`src/design/pcoc_pkg.sv`:
```
// ----------------------------------------------------------------------------
// Phase current offset calibration package
// Shared constants, types and the saturation function of the block.
// ----------------------------------------------------------------------------
package pcoc_pkg;

   // Calibration sequencing.
   localparam int SETTLE_PERIODS = 200;
   localparam int SETTLE_W       = 8;
   localparam int AVG_LOG2       = 5;
   localparam int AVG_LEN        = 1 << AVG_LOG2;
   localparam int WC_W           = AVG_LOG2 + 1;
   localparam int RAW_W          = 16;
   localparam int SUM_W          = RAW_W + AVG_LOG2;

   // Offsets and their acceptance window.
   localparam int OFS_W     = 14;
   localparam int OFS_LIMIT = 5120;
   localparam int AVG_MIN   = -32767;

   // Configuration widths and reset values.
   localparam int GAIN_W      = 16;
   localparam int TRIM_W      = 13;
   localparam int LIMIT_W     = 31;
   localparam int CSR_IDX_W   = 2;
   localparam int CSR_DATA_W  = 32;
   localparam logic [GAIN_W-1:0]  GAIN_RESET  = 16'd8;
   localparam logic [TRIM_W-1:0]  TRIM_RESET  = 13'd4096;
   localparam logic [LIMIT_W-1:0] LIMIT_RESET = 31'h7FFF_FFFF;

   // Shared multiplier geometry.
   localparam int DIFF_W     = 17;
   localparam int A_W        = 19;
   localparam int B_W        = 17;
   localparam int PROD_W     = A_W + B_W;
   localparam int TRIM_FRAC  = 12;
   localparam int GAIN_SHIFT = 3;
   localparam int CUR_W      = 32;
   localparam int SAT_IN_W   = 34;

   typedef enum logic [CSR_IDX_W-1:0] {
      CSR_CURRENT_GAIN  = 2'd0,
      CSR_V_GAIN_TRIM   = 2'd1,
      CSR_CURRENT_LIMIT = 2'd2,
      CSR_UNUSED        = 2'd3
   } csr_index_type;

   typedef enum logic [2:0] {
      ST_IDLE,
      ST_MUL_U,
      ST_MUL_TRIM,
      ST_MUL_V,
      ST_SAT_V,
      ST_DONE
   } state_type;

   typedef enum logic [1:0] {
      MUL_U,
      MUL_TRIM,
      MUL_V
   } mul_sel_type;

   typedef struct packed {
      logic        load;
      logic        mul_en;
      mul_sel_type mul_sel;
      logic        cap_u;
      logic        cap_v;
   } dp_ctrl_type;

   typedef struct packed {
      logic signed [OFS_W-1:0] offset_u;
      logic signed [OFS_W-1:0] offset_v;
      logic                    fault;
      logic                    enable;
   } calib_stat_type;

   // Clamp a signed value to +/- lim.
   function automatic logic signed [CUR_W-1:0] sat_lim(
      input logic signed [SAT_IN_W-1:0] x,
      input logic [LIMIT_W-1:0]         lim
   );
      logic signed [SAT_IN_W-1:0] hi;
      logic signed [SAT_IN_W-1:0] lo;
      logic signed [SAT_IN_W-1:0] r;
      hi = signed'({{(SAT_IN_W-LIMIT_W){1'b0}}, lim});
      lo = -hi;
      if (x > hi) begin
         r = hi;
      end else if (x < lo) begin
         r = lo;
      end else begin
         r = x;
      end
      return r[CUR_W-1:0];
   endfunction

endpackage

```
`src/design/phase_current_offset_calibration_top.sv`:
```
// ----------------------------------------------------------------------------
// Phase current offset calibration, top level
// Per PWM period: offset removal, V gain trim, scaling and saturation of the
// phase currents, with idle-time offset averaging and a sticky offset fault.
// ----------------------------------------------------------------------------
//
//  Channel  Direction  Handshake            Payload
//  req_     in         req_tvalid/tready    tdata: adc_u, adc_v; tuser: motor_idle
//  rsp_     out        rsp_tvalid/tready    tdata: current_u/v/w; tuser: fault, enable
//  csr_     in         csr_valid/ready      csr_index, csr_data
//
// Each sample pair runs through the sequencer states in turn: the accepting
// state, three passes through the one shared multiplier (U times gain, V times
// trim, trimmed V times gain), V saturation and the output register write.
// Reset is synchronous and active high; it clears the sequencer, the output
// valid flag, all calibration state and restores the register defaults.
// The output register holds a finished result while rsp_tready is low; the
// next item can be accepted meanwhile, but its result waits in the final
// state until that register is free. Configuration writes are always taken.
//
module phase_current_offset_calibration_top
   import pcoc_pkg::*;
(
   input  logic                  clock,
   input  logic                  reset,
   // Input stream.
   input  logic                  req_tvalid,
   output logic                  req_tready,
   input  logic [31:0]           req_tdata,   // [15:0] adc_u, [31:16] adc_v
   input  logic [0:0]            req_tuser,   // [0] motor_idle
   // Result stream.
   output logic                  rsp_tvalid,
   input  logic                  rsp_tready,
   output logic [95:0]           rsp_tdata,   // [31:0] current_u, [63:32] current_v,
                                              // [95:64] current_w
   output logic [1:0]            rsp_tuser,   // [0] offset_fault, [1] run_enable
   // Register write port.
   input  logic                  csr_valid,
   output logic                  csr_ready,
   input  logic [CSR_IDX_W-1:0]  csr_index,
   input  logic [CSR_DATA_W-1:0] csr_data
);

   state_type state_ff, state_in;
   dp_ctrl_type ctrl;
   calib_stat_type stat;

   logic [GAIN_W-1:0]  gain_ff;
   logic [TRIM_W-1:0]  trim_ff;
   logic [LIMIT_W-1:0] limit_ff;

   logic        rsp_valid_ff;
   logic [95:0] rsp_data_ff;
   logic [1:0]  rsp_user_ff;
   logic        rsp_load;
   logic        req_xfer;

   logic signed [RAW_W-1:0] raw_u, raw_v;
   logic signed [CUR_W-1:0] cur_u, cur_v, cur_w;

   // Offset binary to two's complement is a flip of the top bit.
   assign raw_u    = signed'({~req_tdata[15], req_tdata[14:0]});
   assign raw_v    = signed'({~req_tdata[31], req_tdata[30:16]});
   assign req_xfer = req_tvalid && req_tready;

   // Configuration registers. Writes beyond the register list are dropped.
   assign csr_ready = 1'b1;

   always_ff @(posedge clock) begin
      if (reset) begin
         gain_ff  <= GAIN_RESET;
         trim_ff  <= TRIM_RESET;
         limit_ff <= LIMIT_RESET;
      end else if (csr_valid && csr_ready) begin
         unique case (csr_index_type'(csr_index))
            CSR_CURRENT_GAIN:  gain_ff  <= csr_data[GAIN_W-1:0];
            CSR_V_GAIN_TRIM:   trim_ff  <= csr_data[TRIM_W-1:0];
            CSR_CURRENT_LIMIT: limit_ff <= csr_data[LIMIT_W-1:0];
            default: begin
            end
         endcase
      end
   end

   // Sequencer: next state.
   always_comb begin
      state_in = state_ff;
      unique case (state_ff)
         ST_IDLE:     if (req_tvalid) state_in = ST_MUL_U;
         ST_MUL_U:    state_in = ST_MUL_TRIM;
         ST_MUL_TRIM: state_in = ST_MUL_V;
         ST_MUL_V:    state_in = ST_SAT_V;
         ST_SAT_V:    state_in = ST_DONE;
         ST_DONE:     if (!rsp_valid_ff || rsp_tready) state_in = ST_IDLE;
         default:     state_in = ST_IDLE;
      endcase
   end

   // Sequencer: outputs. The product of the U pass is saturated while the
   // multiplier already works on the next operand pair.
   always_comb begin
      req_tready   = 1'b0;
      rsp_load     = 1'b0;
      ctrl.load    = 1'b0;
      ctrl.mul_en  = 1'b0;
      ctrl.mul_sel = MUL_U;
      ctrl.cap_u   = 1'b0;
      ctrl.cap_v   = 1'b0;
      unique case (state_ff)
         ST_IDLE: begin
            req_tready = 1'b1;
            ctrl.load  = req_tvalid;
         end
         ST_MUL_U: begin
            ctrl.mul_en  = 1'b1;
            ctrl.mul_sel = MUL_U;
         end
         ST_MUL_TRIM: begin
            ctrl.mul_en  = 1'b1;
            ctrl.mul_sel = MUL_TRIM;
            ctrl.cap_u   = 1'b1;
         end
         ST_MUL_V: begin
            ctrl.mul_en  = 1'b1;
            ctrl.mul_sel = MUL_V;
         end
         ST_SAT_V: begin
            ctrl.cap_v = 1'b1;
         end
         ST_DONE: begin
            rsp_load = !rsp_valid_ff || rsp_tready;
         end
         default: begin
         end
      endcase
   end

   always_ff @(posedge clock) begin
      if (reset) begin
         state_ff <= ST_IDLE;
      end else begin
         state_ff <= state_in;
      end
   end

   pcoc_datapath u_datapath (
      .clock    (clock),
      .ctrl     (ctrl),
      .raw_u    (raw_u),
      .raw_v    (raw_v),
      .offset_u (stat.offset_u),
      .offset_v (stat.offset_v),
      .gain     (gain_ff),
      .trim     (trim_ff),
      .limit    (limit_ff),
      .cur_u    (cur_u),
      .cur_v    (cur_v),
      .cur_w    (cur_w)
   );

   // Calibration updates on the accepting edge; the datapath captures its
   // differences on the same edge, so it still sees the previous offsets.
   pcoc_calib u_calib (
      .clock  (clock),
      .reset  (reset),
      .accept (req_xfer),
      .raw_u  (raw_u),
      .raw_v  (raw_v),
      .idle   (req_tuser[0]),
      .stat   (stat)
   );

   // Output register.
   always_ff @(posedge clock) begin
      if (reset) begin
         rsp_valid_ff <= 1'b0;
      end else if (rsp_load) begin
         rsp_valid_ff <= 1'b1;
      end else if (rsp_tready) begin
         rsp_valid_ff <= 1'b0;
      end
   end

   always_ff @(posedge clock) begin
      if (rsp_load) begin
         rsp_data_ff <= {cur_w, cur_v, cur_u};
         rsp_user_ff <= {stat.enable, stat.fault};
      end
   end

   assign rsp_tvalid = rsp_valid_ff;
   assign rsp_tdata  = rsp_data_ff;
   assign rsp_tuser  = rsp_user_ff;

   // An accepted item always starts the multiplier sequence.
   a_accept_starts : assert property (@(posedge clock) disable iff (reset)
      req_xfer |=> state_ff == ST_MUL_U)
      else $error("accepted item did not start the multiply sequence");

   // A fault is only raised when an averaging window completes, which also
   // sets the run flag.
   a_fault_has_enable : assert property (@(posedge clock) disable iff (reset)
      rsp_tvalid && rsp_tuser[0] |-> rsp_tuser[1])
      else $error("offset fault reported without run enable");

   // The fault flag is sticky across results.
   a_fault_sticky : assert property (@(posedge clock) disable iff (reset)
      rsp_tvalid && rsp_tuser[0] |=> rsp_tuser[0])
      else $error("sticky offset fault cleared");

endmodule

```
`src/design/pcoc_calib.sv`:
```
// ----------------------------------------------------------------------------
// Offset calibration
// Settle counter, raw sample averaging, offset store and fault tracking.
// ----------------------------------------------------------------------------
module pcoc_calib
   import pcoc_pkg::*;
(
   input  logic                    clock,
   input  logic                    reset,
   input  logic                    accept,
   input  logic signed [RAW_W-1:0] raw_u,
   input  logic signed [RAW_W-1:0] raw_v,
   input  logic                    idle,
   output calib_stat_type          stat
);

   logic [SETTLE_W-1:0]     settle_ff, settle_in;
   logic signed [SUM_W-1:0] sum_u_ff, sum_u_in;
   logic signed [SUM_W-1:0] sum_v_ff, sum_v_in;
   logic [WC_W-1:0]         wc_ff, wc_in;
   logic signed [OFS_W-1:0] ofs_u_ff, ofs_u_in;
   logic signed [OFS_W-1:0] ofs_v_ff, ofs_v_in;
   logic [2:0]              bad_ff, bad_in;
   logic                    fault_ff, fault_in;
   logic                    enable_ff, enable_in;

   logic [SETTLE_W-1:0]     settle_inc;
   logic signed [SUM_W-1:0] acc_u, acc_v;
   logic [WC_W-1:0]         wc_inc;
   logic signed [RAW_W-1:0] avg_u, avg_v;
   logic signed [RAW_W-1:0] fix_u, fix_v;
   logic                    good;

   always_comb begin
      settle_inc = (settle_ff < SETTLE_W'(SETTLE_PERIODS)) ? settle_ff + 1'b1 : settle_ff;
      acc_u      = sum_u_ff + SUM_W'(raw_u);
      acc_v      = sum_v_ff + SUM_W'(raw_v);
      wc_inc     = wc_ff + 1'b1;
      avg_u      = acc_u[SUM_W-1:AVG_LOG2];
      avg_v      = acc_v[SUM_W-1:AVG_LOG2];
      // The most negative average is pulled in by one so it can be negated.
      fix_u = (avg_u == RAW_W'(AVG_MIN - 1)) ? RAW_W'(AVG_MIN) : avg_u;
      fix_v = (avg_v == RAW_W'(AVG_MIN - 1)) ? RAW_W'(AVG_MIN) : avg_v;
      good  = (fix_u < RAW_W'(OFS_LIMIT)) && (fix_u > -RAW_W'(OFS_LIMIT)) &&
              (fix_v < RAW_W'(OFS_LIMIT)) && (fix_v > -RAW_W'(OFS_LIMIT));

      settle_in = settle_ff;
      sum_u_in  = sum_u_ff;
      sum_v_in  = sum_v_ff;
      wc_in     = wc_ff;
      ofs_u_in  = ofs_u_ff;
      ofs_v_in  = ofs_v_ff;
      bad_in    = bad_ff;
      fault_in  = fault_ff;
      enable_in = enable_ff;

      if (accept) begin
         if (!idle) begin
            settle_in = '0;
         end else if (settle_inc < SETTLE_W'(SETTLE_PERIODS)) begin
            settle_in = settle_inc;
            sum_u_in  = '0;
            sum_v_in  = '0;
            wc_in     = '0;
         end else begin
            settle_in = settle_inc;
            sum_u_in  = acc_u;
            sum_v_in  = acc_v;
            wc_in     = wc_inc;
            if (wc_inc == WC_W'(AVG_LEN)) begin
               sum_u_in  = '0;
               sum_v_in  = '0;
               wc_in     = '0;
               enable_in = 1'b1;
               if (good) begin
                  ofs_u_in = fix_u[OFS_W-1:0];
                  ofs_v_in = fix_v[OFS_W-1:0];
                  bad_in   = '0;
               end else if (bad_ff > 3'd5) begin
                  fault_in  = 1'b1;
                  bad_in    = '0;
                  settle_in = '0;
               end else begin
                  bad_in = bad_ff + 1'b1;
               end
            end
         end
      end
   end

   always_ff @(posedge clock) begin
      if (reset) begin
         settle_ff <= '0;
         sum_u_ff  <= '0;
         sum_v_ff  <= '0;
         wc_ff     <= '0;
         ofs_u_ff  <= '0;
         ofs_v_ff  <= '0;
         bad_ff    <= '0;
         fault_ff  <= 1'b0;
         enable_ff <= 1'b0;
      end else begin
         settle_ff <= settle_in;
         sum_u_ff  <= sum_u_in;
         sum_v_ff  <= sum_v_in;
         wc_ff     <= wc_in;
         ofs_u_ff  <= ofs_u_in;
         ofs_v_ff  <= ofs_v_in;
         bad_ff    <= bad_in;
         fault_ff  <= fault_in;
         enable_ff <= enable_in;
      end
   end

   assign stat.offset_u = ofs_u_ff;
   assign stat.offset_v = ofs_v_ff;
   assign stat.fault    = fault_ff;
   assign stat.enable   = enable_ff;

endmodule

```
`src/design/pcoc_datapath.sv`:
```
// ----------------------------------------------------------------------------
// Current scaling datapath
// One shared signed multiplier with a registered product, plus saturation.
// ----------------------------------------------------------------------------
module pcoc_datapath
   import pcoc_pkg::*;
(
   input  logic                      clock,
   input  dp_ctrl_type               ctrl,
   input  logic signed [RAW_W-1:0]   raw_u,
   input  logic signed [RAW_W-1:0]   raw_v,
   input  logic signed [OFS_W-1:0]   offset_u,
   input  logic signed [OFS_W-1:0]   offset_v,
   input  logic [GAIN_W-1:0]         gain,
   input  logic [TRIM_W-1:0]         trim,
   input  logic [LIMIT_W-1:0]        limit,
   output logic signed [CUR_W-1:0]   cur_u,
   output logic signed [CUR_W-1:0]   cur_v,
   output logic signed [CUR_W-1:0]   cur_w
);

   logic signed [DIFF_W-1:0] du_ff, du_in;
   logic signed [DIFF_W-1:0] dv_ff, dv_in;
   logic signed [PROD_W-1:0] prod_ff;
   logic signed [CUR_W-1:0]  cu_ff, cv_ff;

   logic signed [A_W-1:0]    a_op;
   logic signed [B_W-1:0]    b_op;
   logic signed [PROD_W-1:0] prod_in;
   logic signed [A_W-1:0]    dv_trim;
   logic signed [SAT_IN_W-1:0] scaled;
   logic signed [SAT_IN_W-1:0] neg_sum;

   assign du_in   = DIFF_W'(raw_u) - DIFF_W'(offset_u);
   assign dv_in   = DIFF_W'(raw_v) - DIFF_W'(offset_v);
   assign dv_trim = prod_ff[TRIM_FRAC+A_W-1:TRIM_FRAC];
   assign scaled  = SAT_IN_W'(signed'(prod_ff[PROD_W-1:GAIN_SHIFT]));

   always_comb begin
      unique case (ctrl.mul_sel)
         MUL_U: begin
            a_op = A_W'(du_ff);
            b_op = signed'({1'b0, gain});
         end
         MUL_TRIM: begin
            a_op = A_W'(dv_ff);
            b_op = signed'({{(B_W-TRIM_W){1'b0}}, trim});
         end
         MUL_V: begin
            a_op = dv_trim;
            b_op = signed'({1'b0, gain});
         end
         default: begin
            a_op = '0;
            b_op = '0;
         end
      endcase
      prod_in = a_op * b_op;
   end

   always_ff @(posedge clock) begin
      if (ctrl.load) begin
         du_ff <= du_in;
         dv_ff <= dv_in;
      end
      if (ctrl.mul_en) begin
         prod_ff <= prod_in;
      end
      if (ctrl.cap_u) begin
         cu_ff <= sat_lim(scaled, limit);
      end
      if (ctrl.cap_v) begin
         cv_ff <= sat_lim(scaled, limit);
      end
   end

   assign neg_sum = -(SAT_IN_W'(cu_ff) + SAT_IN_W'(cv_ff));
   assign cur_u   = cu_ff;
   assign cur_v   = cv_ff;
   assign cur_w   = sat_lim(neg_sum, limit);

endmodule

```
`config.mk`:
```
export PLATFORM = sky130hd
export DESIGN_NAME = phase_current_offset_calibration_top
export DESIGN_NICKNAME = d
export VERILOG_FILES = /design/src/design/pcoc_pkg.sv /design/src/design/phase_current_offset_calibration_top.sv /design/src/design/pcoc_calib.sv /design/src/design/pcoc_datapath.sv
export SDC_FILE = /design/constraint.sdc
export NUM_CORES = 2
export LEC_CHECK = 0
export BUFFER_PORTS_ARGS = -buffer_cell sky130_fd_sc_hd__clkbuf_2
export CAP_MARGIN = 0
export CORE_ASPECT_RATIO = 1.5
export CORE_MARGIN = 3
export CORE_UTILIZATION = 64
export CTS_CLUSTER_DIAMETER = 120
export DETAILED_ROUTE_END_ITERATION = 10
export GPL_TIMING_DRIVEN = 0
export PLACE_DENSITY = 0.83
export SYNTH_ARGS = -nofsm -noshare
export SYNTH_HDL_FRONTEND = slang
export SYNTH_SLANG_ARGS = --single-unit
```
`constraint.sdc`:
```
create_clock -name clock -period 11.4 [get_ports clock]
set_input_delay 1.14 -clock clock [delete_from_list [all_inputs] [get_ports clock]]
set_output_delay 1.14 -clock clock [all_outputs]
set_load 0.02 [all_outputs]
```
# Yosys cells after proc, flatten, opt, wreduce, memory -nomap -nowiden

Cells that the tools add are included.

Register bits after elaboration: 385
Input port bits: 72
Word-level logic and storage cells: 114

Bitwise operators: 4
Magnitude comparators: 11
Add/sub/neg operators: 10
Muxes and demuxes: 33
Multipliers: 1
Reduce and logical (&&, ||, !) cells: 19
Equality and inequality tests: 14

Operators by type and width:

| cell                                                          | count |
|---|---|
| two-way mux 32 bit                                            | 3 |
| two-way mux 21 bit                                            | 4 |
| one-hot mux 19 bit (3 select lines)                           | 1 |
| two-way mux 8 bit                                             | 6 |
| adder 21 x 16 -> 21 bit                                       | 2 |
| multiplier 19 x 17 -> 36 bit                                  | 1 |
| > comparator 34 x 32 -> 1 bit                                 | 1 |
| less-than comparator 33 x 34 -> 1 bit                         | 1 |
| less-than comparator 34 bit                                   | 1 |
| negation 31 -> 34 bit                                         | 1 |
| negation 33 -> 34 bit                                         | 1 |
| subtractor 16 x 14 -> 17 bit                                  | 2 |
| adder 32 x 32 -> 33 bit                                       | 1 |
| > comparator 33 x 32 -> 1 bit                                 | 1 |
| == test 16 bit (second input constant)                        | 2 |
| > comparator 16 x 14 -> 1 bit (second input constant)         | 2 |
| less-than comparator 16 x 14 -> 1 bit (second input constant) | 2 |
| two-way mux 16 bit                                            | 2 |
| one-hot mux 16 bit (2 select lines)                           | 1 |
| two-way mux 31 bit                                            | 1 |
| one-hot mux 3 bit (6 select lines)                            | 1 |
| less-than comparator 8 bit (second input constant)            | 2 |
| two-way mux 3 bit                                             | 4 |
| two-way mux 6 bit                                             | 2 |
| other kinds (25)                                              | 47 |

# Logic depth before layout (Yosys ltp)

Word-level depth: 12
Mapped depth: 30

# Cells and area by module

From an unflattened synthesis, not the netlist that was laid out.

Cells, all modules: 3979
Area total of the unflattened synthesis: 36576.3 um2

Modules (own cells, without submodules):

| module                               | times used | area an instance (um2) | cells each |
|---|---|---|---|
| pcoc_datapath                        | 1          | 25227.9                | 2845 |
| pcoc_calib                           | 1          | 6018.3                 | 737 |
| phase_current_offset_calibration_top | 1          | 5330.1                 | 397 |

# Least setup slack after synthesis

OpenSTA, ideal clock, no wires.

Kind: register to register
Start: register state_ff[1]
End: register u_datapath.prod_ff[35], data pin
Buffers on the path: 3
Setup slack: 2.850 ns
Arrival time: 8.290 ns
Cell stages (with the launch flop): 28
Cells stage by stage: dfxtp_1 -> clkbuf_1 -> nand2b_1 -> nor2_1 -> clkbuf_1 -> mux2_2 -> clkbuf_1 -> nand2_1 -> fa_1 -> fa_1 -> fa_1 -> inv_1 -> fa_1 -> fa_1 -> inv_1 -> fa_1 -> inv_1 -> ha_1 -> or3_1 -> o21ai_0 -> a21oi_1 -> a221oi_1 -> a211oi_1 -> o31ai_1 -> a21oi_1 -> a311o_1 -> a21oi_1 -> xnor2_1

Cells in the longest elaborated chain, start to end: 6
Elaborated cells on any way between the ends: 11

Ends and longest elaborated chain:

| what                                                             | line                                        | text |
|---|---|---|
| start: declaration                                               | phase_current_offset_calibration_top.sv:44  | `state_type state_ff, state_in;` |
| start signal: assignment                                         | phase_current_offset_calibration_top.sv:142 | `state_ff <= state_in;` |
| == test 3 x 2 -> 1 bit or == test 3 x 1 -> 1 bit (tied branches) | phase_current_offset_calibration_top.sv:109 | `unique case (state_ff)` |
| one-hot mux 3 bit (3 select lines) (*)                           | phase_current_offset_calibration_top.sv:109 |  |
| == test 2 bit or zero test 2 bit (tied branches)                 | pcoc_datapath.sv:40                         | `unique case (ctrl.mul_sel)` |
| OR reduction 2 bit (no line)                                     | n/a                                         |  |
| one-hot mux 16 bit (2 select lines)                              | pcoc_datapath.sv:40                         |  |
| multiplier 19 x 17 -> 36 bit (*)                                 | pcoc_datapath.sv:58                         | `prod_in = a_op * b_op;` |
| net u_datapath.prod_in[35]                                       | pcoc_datapath.sv:29                         | `logic signed [PROD_W-1:0] prod_in;` |
| end signal: assignment                                           | pcoc_datapath.sv:67                         | `prod_ff <= prod_in;` |
| end: declaration                                                 | pcoc_datapath.sv:24                         | `logic signed [PROD_W-1:0] prod_ff;` |

The timed path passes the listed nets; every way through them passes the cells marked *.
A chain may end at the register's enable or synchronous reset.

# Worst setup path in the final report

Ends and elaborated chain as after synthesis.

==> flow_summary.toml <==
[finish]
multi_input_comb_area_sq_mm = 0.0233
ff_latch_area_sq_mm = 0.00994
syn2layout_area_growth_pct = 8.60
design.final.nets = 4801
commonest_non_fill_non_tap_cell_in_the_layout = "sky130_fd_sc_hd__inv_1"
fillers = 4221
drive_above_1_share_pct = 8.71
most-common-layout-cells = "sky130_fd_sc_hd__inv_1, sky130_fd_sc_hd__nand2_1, sky130_fd_sc_hd__ha_1"

[logic_synthesis]
synthDominantAreaCellType = "sky130_fd_sc_hd__edfxtp_1"
synthesis.yosys.warnings = 0
synth.area.top_cells = "sky130_fd_sc_hd__edfxtp_1, sky130_fd_sc_hd__fa_1, sky130_fd_sc_hd__ha_1"
ys_dominant_reg_cell = "sky130_fd_sc_hd__edfxtp_1"
post-synth-top-area-fraction_pct = 19.1
ys_seq_area_share_pct = 27.6
asyncSetResetFlopFracSynth_pct = 0
syn_nets = 4588
mapped_area_sq_mm = 0.0360
synth.ff_latch_count = 382
syn_inst = 3846
postSynthAreaPerCell_sq_um = 9.36
synth_cell_type_count = 116
number_of_flops_mapped_to_enable_cells_by_yosys = 229

[die]
boundaryPins = 173
floorplan.initialDensity_pct = 65.2
floorplan.die.height_microns = 296
row_count = 105
die_w_microns = 200
die_area_sq_mm = 0.0592
core_area_sq_mm = 0.0552

[timing]
rsz0062_at_grt = "no"
final.hold.worst_slack_ns = 0.446
fmax_ghz = 0.0965
layout_min_cycle_time_ns = 10.37
count_of_final_hold_check_violations = 0
timing.final.crit_share_pct = 90.9
worstMarginPinSlew_ns = 1.40
timing.setup.tns_ns = 0
maxSlewHeadroom_pct = 3.95
report.final.setup_viol = 0
timing_max_transition_violations_final = 0
skew_ns = 0.0220

[cts]
max-clock-path-buffers = 3
cts_inserted_buffers = 38
clock_insertion_delay_worst_skew_ns = 0.59
ctsRootBufferMaster = "sky130_fd_sc_hd__clkbuf_16"
cts_setup_buffers = 0
tritoncts = "built"
cts_hold_repair.buffers = 0
clkTransAtPathRegs_ns = 0.07
post_cts_resized = 0
number_of_levels_the_h_tree_was_split_into = 2
cts.sink_count = 382

[grt]
largest_net_degree_at_the_start_of_global_routing = 41
antenna_found_initial = 2
grt_first_pass_wirelength_microns = 162000
grt-ovfl-total = 0
grt.total_usage_pct = 35.8
vias_in_the_first_global_route = 30700

[worst_setup_path]
worst_r2r_path_depth = 29
crit_path_dat_ns = 10.73
path_buf_inv = 7
crit_type = "flop to flop"
r2r_setup_slk_ns = 1.03
timing.critical_path.to_type = "flop"
critPathTopFamily = "adder cells"
cp_slowest_cell = "sky130_fd_sc_hd__mux2i_1"
critPathMaxFanout = 10
timing.critical_path.mode_cell = "sky130_fd_sc_hd__fa_1"
cpPeakStageDelay_ns = 0.98
req_time_crit_path_ns = 11.76
critical_path.reg2reg.startpoint = "state_ff[1]"
setup.worst_path.start_class = "flop"
worstReg2RegEnd = "u_datapath.prod_ff[35]"

[placed_design]
half_perimeter_wire_length_of_the_detailed_placement_result_microns = 87700
place.gp.congestion = 1.11
numPortBuffers = 169

[worst_hold_path]
hold_critical_path_depth = 0
hold_start = "u_datapath.cur_v[15]"
classification_of_the_worst_slack_hold_path = "flop to flop"
min_to = "rsp_tdata[47]"

[route]
detail-route-antenna-nets = 0
routed_via_density = 6.13
wl_per_cell_microns = 22.0
dr_iter_0_viols = 1804
firstDrtPassIters = 7
drc = 0
route.final.wire_length_microns = 105000
dr_total_vias = 29300

[pwr]
total_power_w = 0.00683
power.static_leakage_nw = 18.1
power_density_over_cell_area_mw_per_mm2 = 175
max-vdd-ir-drop_mv = 0.111

[run]
max_cap_viol_count = 0

[status]
run_status = "finished clean"
==> sequential cells by signal, summed over array words and instances, names as in the netlist <==
| name | count |
|---|---|
| u_calib.bad_ff | 3 |
| trim_ff | 13 |
| limit_ff | 31 |
| u_datapath.cur_v | 32 |
| u_datapath.dv_ff | 17 |
| u_datapath.du_ff | 17 |
| rsp_tuser | 2 |
| u_calib.sum_v_ff | 21 |
| state_ff | 3 |
| u_datapath.cur_u | 32 |
| u_calib.ofs_u_ff | 14 |
| u_calib.ofs_v_ff | 14 |
| rsp_tdata | 96 |
| u_calib.sum_u_ff | 21 |
| u_calib.enable_ff | 1 |
| rsp_tvalid | 1 |
| u_calib.fault_ff | 1 |
| gain_ff | 16 |
| u_datapath.prod_ff | 33 |
| u_calib.wc_ff | 6 |
| u_calib.settle_ff | 8 |
==> synthesized netlist by cell type (all sizes together), types with 6 or more instances <==
master,count
xnor2,112
fa,312
a211oi,28
nand3b,12
o21ai,121
o21a,36
clkbuf,106
nor4,14
mux2i,101
a21boi,9
dfxtp,153
or2,31
mux2,12
nand4,58
or4,14
and4,6
a31oi,14
inv,570
o221ai,21
o31ai,12
a2111oi,8
o211ai,32
o2111ai,7
o22ai,13
edfxtp,229
a22oi,43
nor3b,7
nor2,354
buf,33
ha,358
o21bai,12
and2,22
a311oi,7
nand4b,7
nand2,367
a21oi,182
nor2b,55
nand3,44
and3,26
nand2b,25
xor2,31
a211o,37
or3,7
nor3,45
a21o,83
==> logic make-up (layout without fill, tap and decap cells) <==
group,after synthesis,after routing,share of synthesized area [%]
buffers and inverters,713,956,7.70
and+or+nand+nor,1107,1107,14.5
muxes,113,113,3.20
other,1,2,0.0104
DFF,382,382,27.6
AOI/OAI and AO/OA,717,717,13.7
xor gates and xnor gates,143,143,3.50
adders and majority gates,670,670,29.8
==> routing by layer <==
layer  part of all wire [%]  up-vias  global-route usage [%]
met5                      0        -                       0
met1                     32    14000                    33.2
met3                    5.6      587                    5.79
met4                     12        0                    33.2
li1                       -    13500                       -
met2                     51     1198                    65.9
==> how the worst max path moves through the flow <==
stage | startpoint | to | cells after the start
2_1_floorplan | state_ff[1] | u_datapath.prod_ff[35] | 27
3_3_place_gp | state_ff[1] | u_datapath.prod_ff[35] | 25
3_5_place_dp | state_ff[2] | u_datapath.prod_ff[35] | 29
4_1_cts | state_ff[2] | u_datapath.prod_ff[35] | 29
6_report | state_ff[1] | u_datapath.prod_ff[35] | 29
5_1_grt | state_ff[1] | u_datapath.prod_ff[35] | 29
==> cell type report <==
cell class | count | area share [%]
repair buffers | 173 | 2.37
multi-input cells | 2751 | 59.6
clock buffers | 45 | 2.53
diodes | 1 | 0.00640
well taps | 695 | 2.22
clock inverters | 25 | 0.714
flip-flops and latches | 382 | 25.4
plain buffers | 140 | 1.59
inverters | 573 | 5.50
==> report_power, final <==
group | total (W) | leakage, nW | switching [W] | internal (W)
Clock | 0.00130 | 0.605 | 0.000589 | 0.000707
Sequential | 0.00195 | 3.35 | 0.000189 | 0.00176
Combinational | 0.00359 | 14.2 | 0.00227 | 0.00132
Total | 0.00683 | 18.1 | 0.00305 | 0.00378
==> stage by stage <==
step / instance area, sq um / utilization, % / cells / setup WS (ns)
2_1_floorplan: 36000 / - / 3846 / 2.85
3_3_place_gp: 37700 / 68.3 / 4710 / 0.260
3_5_place_dp: 37800 / 68.5 / 4714 / 1.24
4_1_cts: 39100 / 70.8 / 4784 / 1.18
5_1_grt: 39100 / 70.8 / 4784 / 0.684
6_report: 39100 / 70.8 / 4785 / 1.03
Power figures use the tool's default switching activity.
